$ cat src/hzs_pkg.sv
// ----------------------------------------------------------------------------
// HDLC zero-insert serializer package
// Shared item types, command codes and constants for the serializer blocks.
// ----------------------------------------------------------------------------
package hzs_pkg;

  // Input item as seen on the item channel.
  typedef struct packed {
    logic       func;
    logic [7:0] data;
    logic       tx_enable;
  } item_t;

  // Result item as seen on the result channel.
  typedef struct packed {
    logic serial_out;
    logic buffer_empty;
  } result_t;

  // Command codes produced by the front end.
  localparam logic [1:0] OP_WRITE = 2'd0;  // load the holding byte
  localparam logic [1:0] OP_TICK  = 2'd1;  // enabled bit clock tick
  localparam logic [1:0] OP_HOLD  = 2'd2;  // tick with enable low, no change

  // Function field codes of an input item.
  localparam logic FUNC_WRITE = 1'b0;
  localparam logic FUNC_TICK  = 1'b1;

  // Classified command passed from the front end to the back end.
  typedef struct packed {
    logic [1:0] op;
    logic [7:0] data;
  } cmd_t;

  // Serializer constants.
  localparam logic [3:0] BYTE_BITS = 4'd8;
  localparam logic [2:0] RUN_LIMIT = 3'd5;

  // Back end status seen by the top level.
  typedef struct packed {
    logic [3:0] bits_left;
    logic [2:0] ones_run;
    logic       holding_empty;
  } status_t;

endpackage

$ cat src/hzs_front.sv
// ----------------------------------------------------------------------------
// HDLC zero-insert serializer front end
// Classifies input items into commands and buffers them in a two-entry queue.
// ----------------------------------------------------------------------------
module hzs_front
  import hzs_pkg::*;
(
  input  logic  clk,
  input  logic  rst,
  input  logic  item_valid,
  output logic  item_ready,
  input  item_t item,
  output logic  cmd_valid,
  input  logic  cmd_ready,
  output cmd_t  cmd
);

  // Queue storage; two entries let both sides stall independently.
  cmd_t       entries [2];
  logic       wr_ptr;
  logic       rd_ptr;
  logic [1:0] count;
  cmd_t       cmd_in;
  logic       push;
  logic       pop;

  // Classify the incoming item.
  always_comb begin
    cmd_in.data = item.data;
    if (item.func == FUNC_WRITE) begin
      cmd_in.op = OP_WRITE;
    end else if (item.tx_enable) begin
      cmd_in.op = OP_TICK;
    end else begin
      cmd_in.op = OP_HOLD;
    end
  end

  assign item_ready = (count != 2'd2);
  assign push       = item_valid && item_ready;
  assign cmd_valid  = (count != 2'd0);
  assign pop        = cmd_valid && cmd_ready;
  assign cmd        = entries[rd_ptr];

  // Queue payload write.
  always_ff @(posedge clk) begin
    if (push) begin
      entries[wr_ptr] <= cmd_in;
    end
  end

  // Queue pointers and fill count.
  always_ff @(posedge clk) begin
    if (rst) begin
      wr_ptr <= 1'b0;
      rd_ptr <= 1'b0;
      count  <= 2'd0;
    end else begin
      if (push) begin
        wr_ptr <= ~wr_ptr;
      end
      if (pop) begin
        rd_ptr <= ~rd_ptr;
      end
      case ({push, pop})
        2'b10:   count <= count + 2'd1;
        2'b01:   count <= count - 2'd1;
        default: count <= count;
      endcase
    end
  end

endmodule

$ cat src/hzs_back.sv
// ----------------------------------------------------------------------------
// HDLC zero-insert serializer back end
// Executes commands on the holding and shift registers and registers results.
// ----------------------------------------------------------------------------
module hzs_back
  import hzs_pkg::*;
(
  input  logic    clk,
  input  logic    rst,
  input  logic    cmd_valid,
  output logic    cmd_ready,
  input  cmd_t    cmd,
  output logic    result_valid,
  input  logic    result_ready,
  output result_t result,
  output status_t status
);

  logic [7:0] holding_byte;
  logic       holding_empty;
  logic [7:0] shift_byte;
  logic [3:0] bits_left;
  logic [2:0] ones_run;
  logic       line_level;

  logic [7:0] holding_byte_next;
  logic       holding_empty_next;
  logic [7:0] shift_byte_next;
  logic [3:0] bits_left_next;
  logic [2:0] ones_run_next;
  logic       line_level_next;
  logic       exec;

  // A command executes when the result register is free or being drained.
  assign cmd_ready = !result_valid || result_ready;
  assign exec      = cmd_valid && cmd_ready;

  // Next state for one command.
  always_comb begin
    holding_byte_next  = holding_byte;
    holding_empty_next = holding_empty;
    shift_byte_next    = shift_byte;
    bits_left_next     = bits_left;
    ones_run_next      = ones_run;
    line_level_next    = line_level;
    case (cmd.op)
      OP_WRITE: begin
        holding_byte_next  = cmd.data;
        holding_empty_next = 1'b0;
      end
      OP_TICK: begin
        // An empty shift register first takes the held byte.
        if (bits_left == 4'd0 && !holding_empty) begin
          shift_byte_next    = holding_byte;
          bits_left_next     = BYTE_BITS;
          holding_byte_next  = 8'd0;
          holding_empty_next = 1'b1;
        end
        if (bits_left_next == 4'd0) begin
          // Idle mark, not counted toward the ones run.
          line_level_next = 1'b1;
        end else if (ones_run >= RUN_LIMIT) begin
          // Stuffed zero; the shift register does not advance.
          ones_run_next   = 3'd0;
          line_level_next = 1'b0;
        end else begin
          line_level_next = shift_byte_next[0];
          ones_run_next   = shift_byte_next[0] ? ones_run + 3'd1 : 3'd0;
          bits_left_next  = bits_left_next - 4'd1;
          if (bits_left_next == 4'd0) begin
            shift_byte_next = 8'd0;
          end else begin
            shift_byte_next = {1'b0, shift_byte_next[7:1]};
          end
        end
      end
      OP_HOLD: begin
        // Tick with the enable low leaves everything as it is.
      end
      default: begin
      end
    endcase
  end

  // Serializer state.
  always_ff @(posedge clk) begin
    if (rst) begin
      holding_byte  <= 8'd0;
      holding_empty <= 1'b1;
      shift_byte    <= 8'd0;
      bits_left     <= 4'd0;
      ones_run      <= 3'd0;
      line_level    <= 1'b1;
    end else if (exec) begin
      holding_byte  <= holding_byte_next;
      holding_empty <= holding_empty_next;
      shift_byte    <= shift_byte_next;
      bits_left     <= bits_left_next;
      ones_run      <= ones_run_next;
      line_level    <= line_level_next;
    end
  end

  // Result register control.
  always_ff @(posedge clk) begin
    if (rst) begin
      result_valid <= 1'b0;
    end else if (exec) begin
      result_valid <= 1'b1;
    end else if (result_ready) begin
      result_valid <= 1'b0;
    end
  end

  // Result register payload.
  always_ff @(posedge clk) begin
    if (exec) begin
      result.serial_out   <= line_level_next;
      result.buffer_empty <= holding_empty_next;
    end
  end

  assign status.bits_left     = bits_left;
  assign status.ones_run      = ones_run;
  assign status.holding_empty = holding_empty;

endmodule

$ cat src/hdlc_zero_insert_serializer.sv
// ----------------------------------------------------------------------------
// HDLC zero-insert serializer
// Double-buffered HDLC transmit serializer with zero-bit insertion.
// ----------------------------------------------------------------------------
//  Channel   Direction  Handshake                    Payload
//  item      in         item_valid / item_ready      item_t   (func, data, tx_enable)
//  result    out        result_valid / result_ready  result_t (serial_out, buffer_empty)
//
// One item per clock cycle sustained while the result channel does not stall.
// A taken item enters the queue as a command; the back end registers the result
// when it executes that command, which a stalled result channel can hold back.
// The back end sets the rate, executing one command per cycle unless results stall.
// Reset is synchronous and needs no clearing pass; the line starts at mark.
// A stalled result channel fills the two-entry queue and then drops item_ready.
// ----------------------------------------------------------------------------
module hdlc_zero_insert_serializer
  import hzs_pkg::*;
(
  input  logic    clk,
  input  logic    rst,
  input  logic    item_valid,
  output logic    item_ready,
  input  item_t   item,
  output logic    result_valid,
  input  logic    result_ready,
  output result_t result
);

  logic    cmd_valid;
  logic    cmd_ready;
  cmd_t    cmd;
  status_t status;

  // Front end: classification and command queue.
  hzs_front u_front (
    .clk        (clk),
    .rst        (rst),
    .item_valid (item_valid),
    .item_ready (item_ready),
    .item       (item),
    .cmd_valid  (cmd_valid),
    .cmd_ready  (cmd_ready),
    .cmd        (cmd)
  );

  // Back end: serializer state and result register.
  hzs_back u_back (
    .clk          (clk),
    .rst          (rst),
    .cmd_valid    (cmd_valid),
    .cmd_ready    (cmd_ready),
    .cmd          (cmd),
    .result_valid (result_valid),
    .result_ready (result_ready),
    .result       (result),
    .status       (status)
  );

`ifndef NO_ASSERTIONS
  // Shift counters stay within a byte and the stuffing limit.
  assert property (@(posedge clk) disable iff (rst)
    (status.bits_left <= BYTE_BITS) && (status.ones_run <= RUN_LIMIT))
    else $error("serializer counters out of range");

  // A command never overwrites a result that is still waiting.
  assert property (@(posedge clk) disable iff (rst)
    (cmd_valid && cmd_ready) |-> (!result_valid || result_ready))
    else $error("command executed over a pending result");

  // An empty queue always takes a new item.
  assert property (@(posedge clk) disable iff (rst)
    !cmd_valid |-> item_ready)
    else $error("empty queue refused an item");

  // An executed write leaves the holding buffer full.
  assert property (@(posedge clk) disable iff (rst)
    (cmd_valid && cmd_ready && cmd.op == OP_WRITE) |=> !status.holding_empty)
    else $error("write did not fill the holding buffer");
`endif

endmodule

$ cat config.mk
export PLATFORM = sky130hd
export DESIGN_NAME = hdlc_zero_insert_serializer
export DESIGN_NICKNAME = d
export VERILOG_FILES = /design/src/hzs_pkg.sv /design/src/hzs_front.sv /design/src/hzs_back.sv /design/src/hdlc_zero_insert_serializer.sv
export SDC_FILE = /design/constraint.sdc
export NUM_CORES = 1
export LEC_CHECK = 0
export BUFFER_PORTS_ARGS = -buffer_cell sky130_fd_sc_hd__buf_2
export CORE_MARGIN = 2
export CORE_UTILIZATION = 51
export DETAILED_ROUTE_END_ITERATION = 7
export PLACE_DENSITY_LB_ADDON = 0.08
export SYNTH_ARGS = -nofsm -noshare
export SYNTH_HDL_FRONTEND = slang
export SYNTH_SLANG_ARGS = --single-unit
$ cat constraint.sdc
create_clock -name clk -period 2.4 [get_ports clk]
set_input_delay 0.24 -clock clk [delete_from_list [all_inputs] [get_ports clk]]
set_output_delay 0.24 -clock clk [all_outputs]
set_load 0.02 [all_outputs]
======== Word-level counts from Yosys, hierarchy flattened ========
Memory sizes are Yosys's and may differ from the RTL's. A register that Yosys moved wholly into a read port is not among the register bits.
Cells that the tools add are included.
word-level totals
  memory bits (writable) .................. 20
  output and inout port bits .............. 4
  logic and storage cells ................. 70
  memories ................................ 1
  flip-flop bits (word level) ............. 32
operators by class
  equal/unequal tests ..................... 5
  reduce and logical (&&, ||, !) cells .... 17
  order comparisons ....................... 1
  multiplexer cells ....................... 27
  bitwise operators ....................... 3
  add/subtract/negate cells ............... 4
memory list
  name             depth  bits a word  read ports  clocked after memory_dff  wr ports  RTL line         source
  u_front.entries  2      10           1           1                         1         hzs_front.sv:19  cmd_t entries [2];
operator list
  operator                                                  count
  two-way mux 8 bit                                         5
  two-way mux 4 bit                                         4
  case mux 8 bit (2 select lines)                           1
  logical NOT 4 bit                                         3
  two-way mux 1 bit                                         10
  nonzero test 2 bit                                        4
  two-way mux 7 bit                                         1
  two-way mux 3 bit                                         2
  AND reduction 3 bit                                       2
  equality test 2 x 1 -> 1 bit, second input constant       2
  two-way mux 2 bit                                         2
  case mux 2 bit (2 select lines)                           1
  subtractor 4 x 1 -> 4 bit, second input constant          1
  adder 3 x 1 -> 3 bit, second input constant               1
  greater-or-equal comparator 3 bit, second input constant  1
  logical AND 1 bit                                         3
  inverter 1 bit                                            3
  adder 2 x 1 -> 2 bit, second input constant               1
  equality test 2 bit, second input constant                1
  logical NOT 1 bit                                         2
  logical NOT 2 bit                                         1
  != test 2 x 1 -> 1 bit, second input constant             1
  != test 2 bit, second input constant                      1
  case mux 1 bit (2 select lines)                           1
  3 further kinds                                           3

======== Logic depth before layout (Yosys ltp) ========
Gate-level depths: netlist of the first run.
  depth in word-level cells ............... 9
  mapped depth ............................ 9
  mapped depth without buffers ............ 6

======== Hierarchy ========
From an unflattened synthesis of the first run, not the netlist that was laid out.
second synthesis, totals
  cells, all modules ...................... 238
  area, all modules ....................... 2466.1 um2
modules (own cells, without submodules)
  module     area each (um2)  sequential area each (um2)  times used  cells each
  hzs_back   1512.7           580.6                       1           181
  hzs_front  953.4            700.7                       1           57

======== Worst setup path after synthesis of the first run ========
OpenSTA, ideal clock, no wires.
  path kind ............................... register -> register
  start ................................... register u_back.bits_left[0]
  end ..................................... register u_back.result[1] (netlist name)
  data arrival time ....................... 1.705 ns
  stages on the path, launching flop included .. 9
  setup slack ............................. 0.423 ns
  path buffers ............................ 2
  cells stage by stage .................... dfxtp_1 > inv_1 > ha_1 > buf_4 > nor4b_4 > buf_6 > mux2_2 > a21oi_1 > o21ai_1
on the way
  longest elaborated chain between the ends .. 7
  elaborated cells on any way between the ends .. 10
  those cells by class .................... mux: 7; reduce/logical: 3
ends and longest elaborated chain
  what                                                    RTL line                        source
  start: declaration                                      hzs_back.sv:22                  logic [3:0] bits_left;
  start signal: assignment                                hzs_back.sv:98                  bits_left <= bits_left_next;
  logical NOT 4 bit                                       hzs_back.sv:53                  if (bits_left == 4'd0 && !holding_empty) begin
  logical AND 1 bit                                       hzs_back.sv:53
  two-way mux 4 bit or two-way mux 8 bit (tied branches)  hzs_back.sv:53
  two-way mux 4 bit or two-way mux 8 bit (tied branches)  hzs_back.sv:46                  case (cmd.op)
  logical NOT 4 bit or two-way mux 1 bit (tied branches)  hzs_back.sv:59, hzs_back.sv:62
  two-way mux 1 bit *                                     hzs_back.sv:59                  if (bits_left_next == 4'd0) begin
  two-way mux 1 bit *                                     hzs_back.sv:46
  named net u_back.line_level_next                        hzs_back.sv:31                  logic line_level_next;
The timed path passes the listed nets; every way through them passes the cells marked *. The select of a mux whose other input is x is not followed.
A chain may end at the register's enable or synchronous reset.

======== Final worst setup path of the first run ========
  start ................................... register u_back.bits_left[0]
  end ..................................... register u_back.result[1] (netlist name)
on the way
  longest elaborated chain between the ends .. 7
  elaborated cells on any way between the ends .. 10
  those cells by class .................... mux: 7; reduce/logical: 3
ends and longest elaborated chain
  what                                                    RTL line
  logical NOT 4 bit                                       hzs_back.sv:53
  logical AND 1 bit                                       hzs_back.sv:53
  two-way mux 4 bit or two-way mux 8 bit (tied branches)  hzs_back.sv:53
  two-way mux 4 bit or two-way mux 8 bit (tied branches)  hzs_back.sv:46
  logical NOT 4 bit or two-way mux 1 bit (tied branches)  hzs_back.sv:59, hzs_back.sv:62
  two-way mux 1 bit *                                     hzs_back.sv:59
  two-way mux 1 bit *                                     hzs_back.sv:46
  named net u_back.line_level_next                        hzs_back.sv:31
Marks and branches as above.

==> flow_metrics.tcl, run 1 <==
set metrics [dict create \
    path_class "reg2reg" \
    io_buffers 17 \
    synth_area_leader_cell "edfxtp_1" \
    vias_per_cell 5.84 \
    post-route-period-util 0.903 \
    use_met1 0.237 \
    critPathArrivalTime_ps 2210 \
    dr.first_iter.drc_count 159 \
    die-area_mm2 0.00535 \
    clock_skew_ps 7.83 \
    cts.reportedPaths.clkPinSlew_ps 90 \
    coreArea_mm2 0.00466 \
    cp_max_fo 9 \
    area_growth_pct 9.45 \
    cp-start-kind "flop" \
    stdcell_area_mm2 0.00267 \
    cts_max_level 2 \
    cts_buffers 5 \
    grt_pass1_wl_mm 7.49 \
    finalCoreUtilization 0.572 \
    synth_cells 219 \
    finalSetupTns_ps 0 \
    end_kind "flop" \
    rsz0062_at_grt "no" \
    overflow 0 \
    grt_max_degree 36 \
    antenna_left 0 \
    core.rowCount 25 \
    root_buffer "clkbuf_8" \
    r2r_start "u_back.bits_left[0]" \
    dp_hpwl_mm 3.11 \
    fmax_ghz 0.462 \
    diodes 0 \
    ctsHoldBuffers 0 \
    hold_viol 0 \
    setup_viol 0 \
    antenna_found_initial 0 \
    synth_cell_types 48 \
    ys_seq_area_frac 0.526 \
    first_pass_iters 4 \
    grt_pass1_vias 1651 \
    wire_per_inst_um 14.7 \
    cts_tree "yes" \
    cellPowerDensity_mw_per_mm2 995 \
    p_total_mw 2.65 \
    dieWidth_um 73.1 \
    ys_warn_count 0 \
    grt-busiest-layer "met2" \
    cts_sinks 53 \
    n_fill_cell 402 \
    async_reset_ff_frac 0 \
    drc_errors 0 \
    clk_latency_ps 300 \
    post_cts_resized 0 \
    grt_usage 0.181 \
    post_cts_buffers 0 \
    outcome "complete, no violations" \
    cap_violations 0 \
    clockBufferDepth 2 \
    io_pins 18 \
    synthTopCellsByArea "edfxtp_1 27%, dfxtp_1 25%, mux2i_1 4.5%" \
    slew_viol_final 0 \
    hold_path_class "in2reg" \
    cp-startpoint "u_back.bits_left[0]" \
    use_met3 0.0414 \
    netlist_area_mm2 0.00244 \
    syn_nets 238 \
    synthFlopType "dfxtp_1" \
    nets 257 \
    start_util 0.523 \
    worst_slew_pin_slew_ps 595 \
    hp-start "item[8]" \
    ir_drop_uv 566 \
    synth.ff_latch_count 53 \
    layout.cells.non_filler 293 \
    dp_cells 285 \
    syn_avg_cell_area_um2 11.1 \
    synth_edf_count 22 \
    routed-via-count 1710 \
    routed_wl_mm 4.29 \
    worstPathRequired_ps 2440 \
    place_area_mm2 0.00258 \
    synth_top_area_frac 0.271 \
    grtUsageMet2 0.286 \
    final_common_cell "dfxtp_1" \
    fin_crit_ps 2170 \
    drive_gt1_frac 0.176 \
    final_cell_mix "31 x dfxtp_1, 22 x edfxtp_1, 17 x a21oi_1, 17 x buf_2" \
    place_congestion 0.797 \
    cellLeakagePower_nw 0.976 \
    die-height_um 73.1 \
    max-slew-margin-rel 0.601 \
]
-- state kept, by name, indices dropped and copies added (netlist names), named ones only --
register              cells
u_front.rd_ptr            1
u_back.shift_byte         8
u_back.holding_byte       8
u_front.wr_ptr            1
u_back.holding_empty      1
u_front.entries          20
u_back.bits_left          4
u_back.ones_run           3
u_back.result_valid       1
u_back.result             2
u_front.count             2
u_back.line_level         1
-- path summary, 6_finish.rpt --
check	endpoint	slack [ps]	cells past startpoint
setup / recovery	u_back.result[1]	230	6
hold / removal	u_front.entries[0][7]	130	1
setup reg to reg	u_back.result[1]	230	6
hold reg to reg	u_back.shift_byte[7]	470	2
-- critical path: stages, from the launching register on --
cell	delay, ps
dfxtp_1	350
inv_1	120
ha_1	340
nor4b_4	430
mux2_2	430
a21oi_1	160
o21ai_1	70
-- per-layer routing --
| metal | vias up | part of all wire |
|---|---|---|
| li1 | 856 | - |
| met1 | 814 | 0.48 |
| met2 | 32 | 0.47 |
| met3 | 8 | 0.031 |
| met4 | 0 | 0.020 |
| met5 | - | 0 |
-- metrics by stage --
| step | hold slack, ps | setup slack (ps) |
|---|---|---|
| 2_1_floorplan | 339 | 423 |
| 3_3_place_gp | 427 | 357 |
| 3_5_place_dp | 431 | 239 |
| 4_1_cts | 112 | 241 |
| 5_1_grt | 107 | 0.403 |
| 6_report | 125 | 234 |
-- logic make-up (layout without fill, tap and decap cells) --
group / count (synthesis) / in the layout / share of synthesized area
AO/OA/AOI/OAI: 50 / 50 / 0.133
multiplexers: 20 / 20 / 0.0868
buffers and inverters: 17 / 37 / 0.0344
AND/OR/NAND/NOR: 69 / 69 / 0.176
XOR/XNOR: 5 / 5 / 0.0180
adder cells (fa/ha/maj): 5 / 5 / 0.0257
flip-flops: 53 / 53 / 0.526
-- synth_stat cells, types with 4 or more instances --
cell type / n
nand3_1: 9
o221ai_1: 7
inv_1: 4
dfxtp_1: 31
a21oi_1: 17
o21ai_1: 4
o21ai_0: 5
nor2_1: 11
mux2_2: 9
clkbuf_1: 6
ha_1: 5
nand3b_1: 7
mux2i_1: 11
nand4_1: 4
buf_2: 4
nand2_1: 5
nor2b_1: 4
nand2b_1: 10
edfxtp_1: 22
or3_1: 4
-- report_power, final --
part           switching (mW)  internal [mW]
Combinational           0.531          0.422
Sequential              0.102           1.10
Clock                   0.285          0.208
-- layout make-up --
| class | instances | area, um2 | area share |
|---|---|---|---|
| clock inverters | 2 | 13.8 | 0.00516 |
| inverters | 4 | 15.0 | 0.00563 |
| well taps | 54 | 67.6 | 0.0253 |
| flip-flops and latches | 53 | 1280 | 0.480 |
| clock buffers | 6 | 72.6 | 0.0272 |
| repair buffers | 25 | 145 | 0.0544 |
| multi-input cells | 149 | 1070 | 0.402 |
Note: power is estimated with default switching activity, not from simulation.
==> inputs of run 2 (changes only) <==
- GPL_TIMING_DRIVEN: unset -> 0
==> run 2 against run 1 <==
Critical path depth up 2. Non-clock buffer count is 4 higher. Global-route usage up 0.55 points. Combinational power barely moved. Final cell count grew 1.4%. Clock skew shrank 3.5 ps. Highest routed layer unchanged.
==> flow_metrics.tcl, run 2 (same netlist as run 1, synthesis figures left out) <==
set metrics [dict create \
    outcome "complete, no violations" \
    critPathArrivalTime_ps 2270 \
    routed_wl_mm 4.43 \
    dp_hpwl_mm 3.12 \
    clock_skew_ps 4.34 \
    cp_max_fo 10 \
    root_buffer "clkbuf_8" \
    dp_cells 289 \
    cp-start-kind "flop" \
    layout.cells.non_filler 297 \
    crit_family "buffers and inverters" \
    grt_usage 0.186 \
    post-route-period-util 0.930 \
    cts_max_level 2 \
    start_util 0.523 \
    wire_per_inst_um 14.9 \
    cts.reportedPaths.clkPinSlew_ps 100 \
    largest_reg_flops 20 \
    max-slew-margin-rel 0.441 \
    routed-via-count 1705 \
    place_congestion 0.798 \
    cellPowerDensity_mw_per_mm2 990 \
    critical_path_buf_inv_count 3 \
    coreArea_mm2 0.00466 \
    final_cell_mix "31 x dfxtp_1, 22 x edfxtp_1, 20 x buf_2" \
    overflow 0 \
    drive_gt1_frac 0.165 \
    hold_path_class "in2reg" \
    worstPathRequired_ps 2440 \
    grt_pass1_wl_mm 7.74 \
    clockBufferDepth 2 \
    die-height_um 73.1 \
    dieWidth_um 73.1 \
    drc_errors 0 \
    reg_top3 "u_front.entries (20), u_back.holding_byte (8), u_back.shift_byte (8)" \
    finalSetupTns_ps 0 \
    ir_drop_uv 603 \
    grt_max_degree 17 \
    worst_slew_pin_slew_ps 835 \
    n_fill_cell 413 \
    path_cells "inv_1, ha_1, buf_4, nor4b_4, buf_6, mux2_2, a21oi_1, o21ai_1" \
    post_cts_buffers 0 \
    cts_tree "yes" \
    nets 261 \
    final_common_cell "dfxtp_1" \
    io_buffers 16 \
    ctsHoldBuffers 0 \
    dr.first_iter.drc_count 114 \
    antenna_found_initial 0 \
    rsz0062_at_grt "no" \
    die-area_mm2 0.00535 \
    regMostFlops "u_front.entries" \
    end_kind "flop" \
    slew_viol_final 0 \
    fin_crit_ps 2230 \
    grt_pass1_vias 1609 \
    hold_viol 0 \
    vias_per_cell 5.74 \
    cts_buffers 5 \
    setup_viol 0 \
    cts_sinks 53 \
    core.rowCount 25 \
    fmax_ghz 0.448 \
    clk_latency_ps 300 \
    cap_violations 0 \
    io_pins 18 \
    cellLeakagePower_nw 0.972 \
    first_pass_iters 4 \
    diodes 0 \
    antenna_left 0 \
    slowest_delay_ps 400 \
    area_growth_pct 9.60 \
    finalHoldWorstSlack_ps 122 \
    path_class "reg2reg" \
    post_cts_resized 0 \
    slowest_stage "mux2_2" \
]
-- run 2: cell count changes in the layout (fill, tap and decap cells not counted), sizes merged --
cell	delta
clkbuf	+6
buf	-2
-- run 2: power by group --
group          leakage, nW  internal [mW]  total [mW]  switching, mW
Combinational        0.469          0.408       0.956          0.548
Sequential           0.457           1.11        1.19         0.0858
Clock               0.0456          0.209       0.497          0.289
Total                0.972           1.72        2.64          0.922
-- run 2: area by class of cell --
cell class | count | area [um2] | share of cell area
Clock buffer | 6 | 72.6 | 0.0272
Tap cell | 54 | 67.6 | 0.0253
Multi-Input combinational cell | 149 | 1070 | 0.401
Timing Repair Buffer | 16 | 80.1 | 0.0300
Inverter | 4 | 15.0 | 0.00562
Clock inverter | 2 | 13.8 | 0.00515
Buffer | 13 | 68.8 | 0.0258
Sequential cell | 53 | 1280 | 0.480
-- run 2: worst paths after layout --
path	start	to	slack [ps]	cells past startpoint
worst min register to register	u_back.shift_byte[7]	u_back.shift_byte[7]	470	2
worst max-delay path	u_back.bits_left[0]	u_back.result[1]	170	8
worst max register to register	u_back.bits_left[0]	u_back.result[1]	170	8
worst min-delay path	item[4]	u_front.entries[1][3]	120	1
-- run 2: metal layers --
| metal | vias up | routed length (um) | track usage |
|---|---|---|---|
| li1 | 868 | - | - |
| met2 | 19 | 2060 | 0.286 |
| met4 | 0 | 42 | 0.0617 |
| met5 | - | 0 | 0 |
| met3 | 4 | 105 | 0.0290 |
| met1 | 814 | 2230 | 0.269 |
-- run 2: stage by stage --
stage / setup WS, ps / power (mW) / util / instance area [um2]
2_1_floorplan: 423 / 1.95 / - / 2440
3_3_place_gp: 192 / 2.16 / 0.555 / 2580
3_5_place_dp: 175 / 2.17 / 0.555 / 2580
4_1_cts: 153 / 2.67 / 0.573 / 2670
5_1_grt: 38.1 / 2.83 / 0.573 / 2670
6_report: 168 / 2.64 / 0.573 / 2670
